`src/hdl/spq_pkg.sv`:
```
// Shared types and constants for the sorted priority queue.
// No dependencies; imported by the cell, the top level and the checker.
package spq_pkg;

  localparam int CAPACITY = 16;
  localparam int KEY_W    = 32;
  localparam int CNT_W    = $clog2(CAPACITY + 1);
  localparam int COUNT_W  = 5;
  localparam int STATUS_W = 2;

  typedef enum logic {
    ACT_INSERT = 1'b0,
    ACT_REMOVE = 1'b1
  } action_e;

  typedef enum logic [STATUS_W-1:0] {
    ST_DONE      = 2'd0,
    ST_FULL      = 2'd1,
    ST_NOT_FOUND = 2'd2,
    ST_EMPTY     = 2'd3
  } status_e;

  // Broadcast to every cell of the chain
  typedef struct packed {
    logic                    ins;
    logic                    rem;
    logic signed [KEY_W-1:0] key;
  } cell_ctrl_t;

endpackage

```
`src/hdl/sorted_priority_queue.sv`:
```
// Sorted priority queue built as a chain of compare-and-shift cells.
// Channels: input items (action_i, value_i) under in_valid_i/in_stall_o,
// result items (status_o, smallest_o, largest_o, count_o) under
// out_valid_o/out_stall_i. An item is taken at a clock edge with valid high
// and stall low.
// Every item gets exactly one result. The chain updates at the accepting
// edge; the result register samples the new front, tail and count as the
// middle stage advances. Throughput is one item per cycle when not stalled;
// each cell compares against the broadcast key and shifts in the same cycle.
// A stalled result holds in its output register while the next item's status
// waits in the middle stage; with both full, in_stall_o rises and the chain
// stays still.
// Reset empties the queue (count zero, both stages empty); the stored keys
// are left as they are and are never shown while the count excludes them.
// Depends on spq_pkg and spq_cell.
module sorted_priority_queue
  import spq_pkg::*;
(
  input  logic                      clk_i,
  input  logic                      rst_ni,
  input  logic                      in_valid_i,
  output logic                      in_stall_o,
  input  logic                      action_i,
  input  logic signed [KEY_W-1:0]   value_i,
  output logic                      out_valid_o,
  input  logic                      out_stall_i,
  output logic [STATUS_W-1:0]       status_o,
  output logic signed [KEY_W-1:0]   smallest_o,
  output logic signed [KEY_W-1:0]   largest_o,
  output logic [COUNT_W-1:0]        count_o
);

  logic signed [KEY_W-1:0] entry_w [CAPACITY];
  logic [CAPACITY-1:0]     lt_w, match_w, occ_w;
  logic [CNT_W-1:0]        count_q, count_d;
  logic                    a_valid_q, out_valid_q;
  status_e                 a_status_q, a_status_d;
  status_e                 out_status_q;
  logic signed [KEY_W-1:0] smallest_q, largest_q, largest_w;
  logic [CNT_W-1:0]        out_count_q;
  logic                    adv, accept, found, full, empty;
  cell_ctrl_t              ctrl;

  // Handshake: the result stage frees up when empty or taken
  assign adv        = !out_valid_q || !out_stall_i;
  assign in_stall_o = a_valid_q && !adv;
  assign accept     = in_valid_i && !in_stall_o;

  assign found = |match_w;
  assign full  = (count_q == CNT_W'(CAPACITY));
  assign empty = (count_q == '0);

  // Broadcast the operation to the chain
  always_comb begin
    ctrl.key = value_i;
    ctrl.ins = accept && (action_e'(action_i) == ACT_INSERT) && !full;
    ctrl.rem = accept && (action_e'(action_i) == ACT_REMOVE) && found;
  end

  // Status of the accepted item
  always_comb begin
    a_status_d = ST_DONE;
    if (action_e'(action_i) == ACT_INSERT) begin
      if (full) a_status_d = ST_FULL;
    end else if (empty) begin
      a_status_d = ST_EMPTY;
    end else if (!found) begin
      a_status_d = ST_NOT_FOUND;
    end
  end

  always_comb begin
    count_d = count_q;
    if (ctrl.ins) count_d = count_q + CNT_W'(1);
    else if (ctrl.rem) count_d = count_q - CNT_W'(1);
  end

  // Build the cell chain
  for (genvar i = 0; i < CAPACITY; i++) begin : g_cell
    logic                    lt_left;
    logic signed [KEY_W-1:0] left_entry, right_entry;

    assign occ_w[i] = (CNT_W'(i) < count_q);

    if (i == 0) begin : g_first
      assign lt_left    = 1'b1;
      assign left_entry = value_i;
    end else begin : g_inner
      assign lt_left    = lt_w[i-1];
      assign left_entry = entry_w[i-1];
    end

    if (i == CAPACITY - 1) begin : g_last
      assign right_entry = entry_w[i];
    end else begin : g_mid
      assign right_entry = entry_w[i+1];
    end

    spq_cell u_cell (
      .clk_i         (clk_i),
      .ctrl_i        (ctrl),
      .occ_i         (occ_w[i]),
      .lt_left_i     (lt_left),
      .left_entry_i  (left_entry),
      .right_entry_i (right_entry),
      .entry_o       (entry_w[i]),
      .lt_o          (lt_w[i]),
      .match_o       (match_w[i])
    );
  end

  // Select the tail cell: occupied, and last or with an unoccupied right neighbor
  always_comb begin
    largest_w = '0;
    for (int i = 0; i < CAPACITY; i++) begin
      if (occ_w[i] && (i == CAPACITY - 1 || !occ_w[(i + 1) % CAPACITY])) begin
        largest_w = largest_w | entry_w[i];
      end
    end
  end

  // Control registers
  always_ff @(posedge clk_i or negedge rst_ni) begin
    if (!rst_ni) begin
      count_q     <= '0;
      a_valid_q   <= 1'b0;
      out_valid_q <= 1'b0;
    end else begin
      count_q <= count_d;
      if (accept) a_valid_q <= 1'b1;
      else if (adv) a_valid_q <= 1'b0;
      if (adv) out_valid_q <= a_valid_q;
    end
  end

  // Payload registers: hold status, then sample the updated chain
  always_ff @(posedge clk_i) begin
    if (accept) a_status_q <= a_status_d;
    if (adv && a_valid_q) begin
      out_status_q <= a_status_q;
      smallest_q   <= occ_w[0] ? entry_w[0] : '0;
      largest_q    <= largest_w;
      out_count_q  <= count_q;
    end
  end

  assign out_valid_o = out_valid_q;
  assign status_o    = out_status_q;
  assign smallest_o  = smallest_q;
  assign largest_o   = largest_q;
  assign count_o     = COUNT_W'(out_count_q);

endmodule

```
`src/hdl/spq_cell.sv`:
```
// One storage cell of the sorted chain: holds one key and shifts it.
// Depends on spq_pkg for the key width and the broadcast control struct.
module spq_cell
  import spq_pkg::*;
(
  input  logic                    clk_i,
  input  cell_ctrl_t              ctrl_i,
  input  logic                    occ_i,
  input  logic                    lt_left_i,
  input  logic signed [KEY_W-1:0] left_entry_i,
  input  logic signed [KEY_W-1:0] right_entry_i,
  output logic signed [KEY_W-1:0] entry_o,
  output logic                    lt_o,
  output logic                    match_o
);

  logic signed [KEY_W-1:0] entry_q, entry_d;

  // Compare the stored key against the broadcast key
  assign lt_o    = occ_i && (entry_q < ctrl_i.key);
  assign match_o = occ_i && (entry_q == ctrl_i.key);
  assign entry_o = entry_q;

  // Insert: the first cell not below the key takes it, later cells shift right.
  // Remove: every cell not below the key pulls from its right neighbor.
  always_comb begin
    entry_d = entry_q;
    if (ctrl_i.ins && !lt_o) begin
      entry_d = lt_left_i ? ctrl_i.key : left_entry_i;
    end else if (ctrl_i.rem && !lt_o) begin
      entry_d = right_entry_i;
    end
  end

  always_ff @(posedge clk_i) begin
    entry_q <= entry_d;
  end

endmodule

```
`config.mk`:
```
export PLATFORM = sky130hd
export DESIGN_NAME = sorted_priority_queue
export DESIGN_NICKNAME = d
export VERILOG_FILES = /design/src/hdl/spq_pkg.sv /design/src/hdl/sorted_priority_queue.sv /design/src/hdl/spq_cell.sv
export SDC_FILE = /design/constraint.sdc
export NUM_CORES = 2
export LEC_CHECK = 0
export BUFFER_PORTS_ARGS = -buffer_cell sky130_fd_sc_hd__buf_2
export CAP_MARGIN = 30
export CORE_MARGIN = 2
export CORE_UTILIZATION = 45
export DETAILED_ROUTE_END_ITERATION = 16
export GPL_TIMING_DRIVEN = 0
export PLACE_DENSITY = 0.71
export SLEW_MARGIN = 15
export SYNTH_ARGS = -nofsm -noshare
export SYNTH_HDL_FRONTEND = slang
export SYNTH_SLANG_ARGS = --single-unit
```
`constraint.sdc`:
```
create_clock -name clk_i -period 8.9 [get_ports clk_i]
set_clock_uncertainty 0.15 [all_clocks]
set_input_delay 0.445 -clock clk_i [delete_from_list [all_inputs] [get_ports clk_i]]
set_output_delay 0.445 -clock clk_i [all_outputs]
set_load 0.01 [all_outputs]
```
After elaboration in Yosys (flattened, before gate mapping)
Index checks and enable logic that the tools add are counted.

operators by class
  order comparisons = 32
  equal/unequal tests = 17
  muxes and demuxes = 69
  bitwise operators = 16
  $add $sub $neg = 2
  reductions and logical operators = 141

operators by type and width
  cell                   count
  $mux W32               61
  $eq A32 B32 Y1         16
  $lt A32 B32 Y1         16
  $or A32 B32 Y32        15
  $logic_and A1 B1 Y1    85
  $lt A4 B5 Y1 const A   8
  $logic_not A1 Y1       36
  $reduce_bool A2 Y1     17
  $lt A3 B5 Y1 const A   4
  $reduce_or A16 Y1      1
  $lt A1 B5 Y1 const A   2
  $lt A2 B5 Y1 const A   2
  $mux W5                2
  $mux W2                3
  $add A5 B1 Y5 const B  1
  $eq A5 B5 Y1 const B   1
  $logic_not A5 Y1       1
  $sub A5 B1 Y5 const B  1
  $mux W1                3
  $logic_or A1 B1 Y1     1
  $not A1 Y1             1

word-level totals
  flip-flop bits (word level) = 592
  output and inout port bits = 73
  word-level logic and storage cells = 301

Logic depth before layout (Yosys ltp)
  depth after elaboration = 34
  depth in mapped cells = 12
  gate-level depth less buffers = 10

Modules after synthesis
From an unflattened synthesis, not the netlist that was laid out.

second synthesis, totals
  cells, all modules = 4860
  area total of the unflattened synthesis = 50335.8 um^2

modules (own cells, without submodules)
  module                           times used  cells each  area an instance (um^2)
  spq_cell (g_cell[0].u_cell ...)  12          226         2585.0
  spq_cell (g_cell[6].u_cell ...)  4           367         3213.1
  sorted_priority_queue            1           680         6463.7

Least setup slack after synthesis
OpenSTA, ideal clock, no wires.

  path kind = register to register
  start = register out_valid_q, in the netlist out_valid_o
  end = register out_count_q[0], in the netlist count_o[0], enable pin
  clock period less this slack = 6.370 ns
  cell stages (with the launch flop) = 2
  required time = 8.141 ns
  setup time = 0.609 ns
  path slack = 2.530 ns
  path buffers = 0
  data arrival time = 5.612 ns
  path through = dfrtp_1 a21boi_0

on the way
  word-level cells in the longest chain between the ends = 3

ends and longest elaborated chain
  item                    RTL line                      text
  from (decl)             sorted_priority_queue.sv:36   logic a_valid_q, out_valid_q;
  from (signal assigned)  sorted_priority_queue.sv:132  if (adv) out_valid_q <= a_valid_q;
  $logic_not A1 Y1        sorted_priority_queue.sv:45   assign adv = !out_valid_q || !out_stall_i;
  $logic_or A1 B1 Y1      sorted_priority_queue.sv:45
  $logic_and A1 B1 Y1     sorted_priority_queue.sv:139  if (adv && a_valid_q) begin
  to (signal assigned)    sorted_priority_queue.sv:143  out_count_q <= count_q;
  to (decl)               sorted_priority_queue.sv:40   logic [CNT_W-1:0] out_count_q;

Every way passes these cells.
A chain may end at the register's enable or synchronous reset.

Worst setup path in the final report
  start = input port value_i[29]
  end = register g_cell[10].u_cell.entry_q[12] (data pin)

on the way
  word-level cells in the longest chain between the ends = 5

ends and longest elaborated chain
  item                                     RTL line                     text
  from (decl)                              sorted_priority_queue.sv:24  input logic signed [KEY_W-1:0] value_i,
  $lt A32 B32 Y1                           spq_cell.sv:20               assign lt_o = occ_i && (entry_q < ctrl_i.key);
  $logic_and A1 B1 Y1                      spq_cell.sv:20
  $logic_not A1 Y1                         spq_cell.sv:28               if (ctrl_i.ins && !lt_o) begin
  $logic_and A1 B1 Y1                      spq_cell.sv:28
  $mux W32 *                               spq_cell.sv:28
  named net g_cell[10].u_cell.entry_d[12]  spq_cell.sv:17               logic signed [KEY_W-1:0] entry_q, entry_d;
  to (signal assigned)                     spq_cell.sv:36               entry_q <= entry_d;
  to (decl)                                spq_cell.sv:17

Mark *: on every way through the listed nets, which the timed path passes. The rest lies on a longest branch.

==> key figures <==
Run status
  • Run status: completed

Logic synthesis
  • Post-Syn Area per Cell: 10.2 µm²
  • Synth cell count leaders: edfxtp_1, ha_1, a21oi_1
  • Synth top area share: 40.3%
  • Seq/Total Area, Yosys: 40.7%
  • Post-synth EDFFs: 585
  • Mapped Area: 43600 µm²
  • Post-Syn Nets: 4818
  • Post-synth top flop: edfxtp_1
  • Top cells by area, synth: edfxtp_1, ha_1, mux2i_1
  • Most frequent cell after synthesis: edfxtp_1
  • Most area-hungry cell type in the Yosys netlist: edfxtp_1
  • Async SR Flop Fraction: 1.18%
  • Register bit total from synthesis: 592
  • Mapped Cells: 4265
  • Ys Warns: 0
  • Post-synth cell types: 81

Job
  • # Max-Cap Violations: 0

Placed design
  • Gpl congestion: 1.08
  • Detailed placement HPWL: 161000 µm
  • Number of port buffers: 109
  • Placed insts: 5719
  • Placed Area: 47100 µm²
  • Pre-CTS setup slack: 2.50 ns

Timing
  • F_max: 0.153 GHz
  • # setup viols final: 0
  • Slew @ Worst Pin: 1.21 ns
  • Hold Slack: 0.0825 ns
  • TNS Setup: 0 ns
  • Final Hold Viols: 0
  • Rel. slew slack: 19.1%
  • Final worst slack: 2.36 ns
  • RSZ-0062 raised after global routing: no
  • Max-slew violation count: 0
  • Final Cycle Share: 73.4%
  • Final min period: 6.54 ns

Route
  • DRC errors left: 0
  • Drt via density: 7.25
  • Routed vias: 42721
  • DRT Pass-1 Iters: 14
  • Antenna Nets Post-Route: 0
  • Initial drt markers: 7528
  • WL/cell: 37.5 µm
  • Routed WL: 221000 µm

Critical path
  • Critical path buffers and inverters: 4
  • CP Launch Point: value_i[29]
  • Worst setup SP type: primary input
  • CP peak stage delay: 1.01 ns
  • Critical Path RT: 9.17 ns
  • Crit path max-delay cell type: nor4_2
  • CP endpoint kind: flop
  • CP arrival: 6.80 ns
  • CP cell instances: buf_2, inv_1, ha_1, nand4_1, nor4_2, nand3_1, o211ai_2, mux2i_2, and2_1, clkbuf_1, buf_2, mux2_2
  • R2r startpoint: g_cell[10].u_cell.entry_o[31]$_DFFE_PP_
  • CP Max Fanout: 19
  • Delay-heaviest family, CP: simple AND/OR/NAND/NOR gates
  • Cell mode on critical path: buf_2
  • Type of the worst setup path: in -> reg

CTS
  • H-tree Lvls: 3
  • Root Driver: clkbuf_16
  • TritonCTS Buffers: 73
  • PostCTS Resize Cnt: 0
  • Worst skew pair latency: 0.69 ns
  • Worst-path clk slew: 0.07 ns
  • CTS tree: done
  • Clk sinks: 592
  • Max Root-Sink Buffers: 3

GRT
  • Largest net degree at the start of global routing: 24
  • Vias in the first global route: 39487
  • GRT Total Usage: 43.2%
  • Grt ovf: 0
  • Global-route wire length before repair: 301000 µm
  • Initial antenna violation count: 11

Floorplanning
  • Initial Utilization: 45.3%
  • CORE AREA: 96400 µm²
  • Die X: 315 µm
  • FP Rows: 114
  • Die area: 99500 µm²
  • Top Ports: 110
  • DIE HEIGHT: 315 µm

Final layout
  • Fin util: 51.7%
  • Layout area overhead: 14.2%
  • Multi-input gate area: 24600 µm²
  • Layout Cells excl Fill: 5893
  • FF/Latch Area: 17700 µm²
  • Final Cell Area: 49800 µm²
  • Nets: 5103
  • FILL cells: 8822
  • Share of cells above drive strength 1: 12.0%

Power and ir drop
  • Pwr dens: 174 nW/µm²
  • Peak supply drop: 162 µV
  • Pwr Total: 8.66 mW
  • Pleak: 20.0 nW

Worst hold path
  • Worst hold start: value_i[4]
  • Hold Path Class: in -> reg
-- final cells by class --
type	instances	area share, %
buffer	259	2.27
tap	1276	3.20
sequential	592	35.6
clock inverter	34	0.603
timing repair buffer	210	4.18
clock buffer	95	3.94
antenna	13	0.0653
multi-input combinational	3304	49.3
inverter	110	0.829
-- state kept, by name, summed over array words and instances (netlist names) --
signal                 cells
a_status_q                 2
a_valid_q                  1
count_o                    5
count_q                    5
g_cell.u_cell.entry_o    512
largest_o                 32
out_valid_o                1
smallest_o                32
status_o                   2
-- where the power goes --
group	internal [mW]	total [mW]	leakage (nW)	switching [mW]
Combinational	0.721	2.16	13.5	1.44
Clock	1.70	3.03	1.10	1.34
Sequential	3.28	3.47	5.45	0.189
-- cell usage in the layout, fill, tap and decap left out, types with 15 or more instances in the layout --
cell / n
and2_1: 35
nor2_1: 254
buf_1: 20
buf_6: 25
buf_8: 18
buf_2: 170
clkbuf_16: 76
a31oi_1: 37
nand3_1: 179
edfxtp_1: 585
nand2_1: 320
nand4_1: 87
mux2_4: 44
buf_4: 24
nor2b_1: 15
nor3_1: 27
clkbuf_1: 186
buf_16: 20
ha_1: 516
a211oi_1: 53
a221oi_1: 44
mux2_2: 82
a21o_1: 45
o211ai_1: 18
inv_1: 110
a22o_1: 31
o21ai_0: 273
nor4_1: 16
a22oi_1: 163
a21oi_1: 478
mux2i_1: 392
-- what timing repair did --
action | 4_1_cts | 5_1_grt
hold endpoints to repair | 9 | 0
hold buffers | 6 | 0
buffers inserted | 0 | 0
-- worst paths after layout --
path                                                      endpoint  slack, ns  depth (start not counted)
max                        g_cell[10].u_cell.entry_o[12]$_DFFE_PP_       2.36                         12
min                          g_cell[3].u_cell.entry_o[4]$_DFFE_PP_       0.08                          3
max reg2reg                g_cell[10].u_cell.entry_o[12]$_DFFE_PP_       2.48                         10
min reg2reg                                  status_o[1]$_DFFE_PP_       0.26                          0
max in group asynchronous                    a_valid_q$_DFFE_PN0P_       7.34                          4
min in group asynchronous                   count_q[1]$_DFFE_PN0P_       0.55                          3
-- per-layer routing --
| metal | part of all wire (%) | wire length, µm | GRT usage [%] | vias to the layer above |
|---|---|---|---|---|
| li1 | - | - | - | 17080 |
| met1 | 34 | 75700 | 52.2 | 20183 |
| met2 | 39 | 85600 | 59.5 | 4277 |
| met3 | 17 | 36900 | 19.7 | 1169 |
| met4 | 10 | 22500 | 33.5 | 12 |
| met5 | 0.051 | 112 | 0.947 | - |
-- cell families (layout without fill, tap and decap cells) --
kind of cell | after synthesis | after routing | share of synthesized area, %
AND/OR/NAND/NOR | 1025 | 1025 | 11.0
other | 0 | 13 | 0
AO/OA/AOI/OAI | 1240 | 1240 | 17.3
multiplexers | 521 | 521 | 12.7
XOR/XNOR | 2 | 2 | 0.0401
adder cells (fa/ha/maj) | 516 | 516 | 14.8
flip-flops | 592 | 592 | 40.7
buffers and inverters | 369 | 708 | 3.54
-- worst min-delay path, stage by stage --
cell	delay (ns)
buf_2	0.14
mux2i_1	0.08
o21ai_0	0.13
No activity file was read; power rests on OpenSTA's default activity.
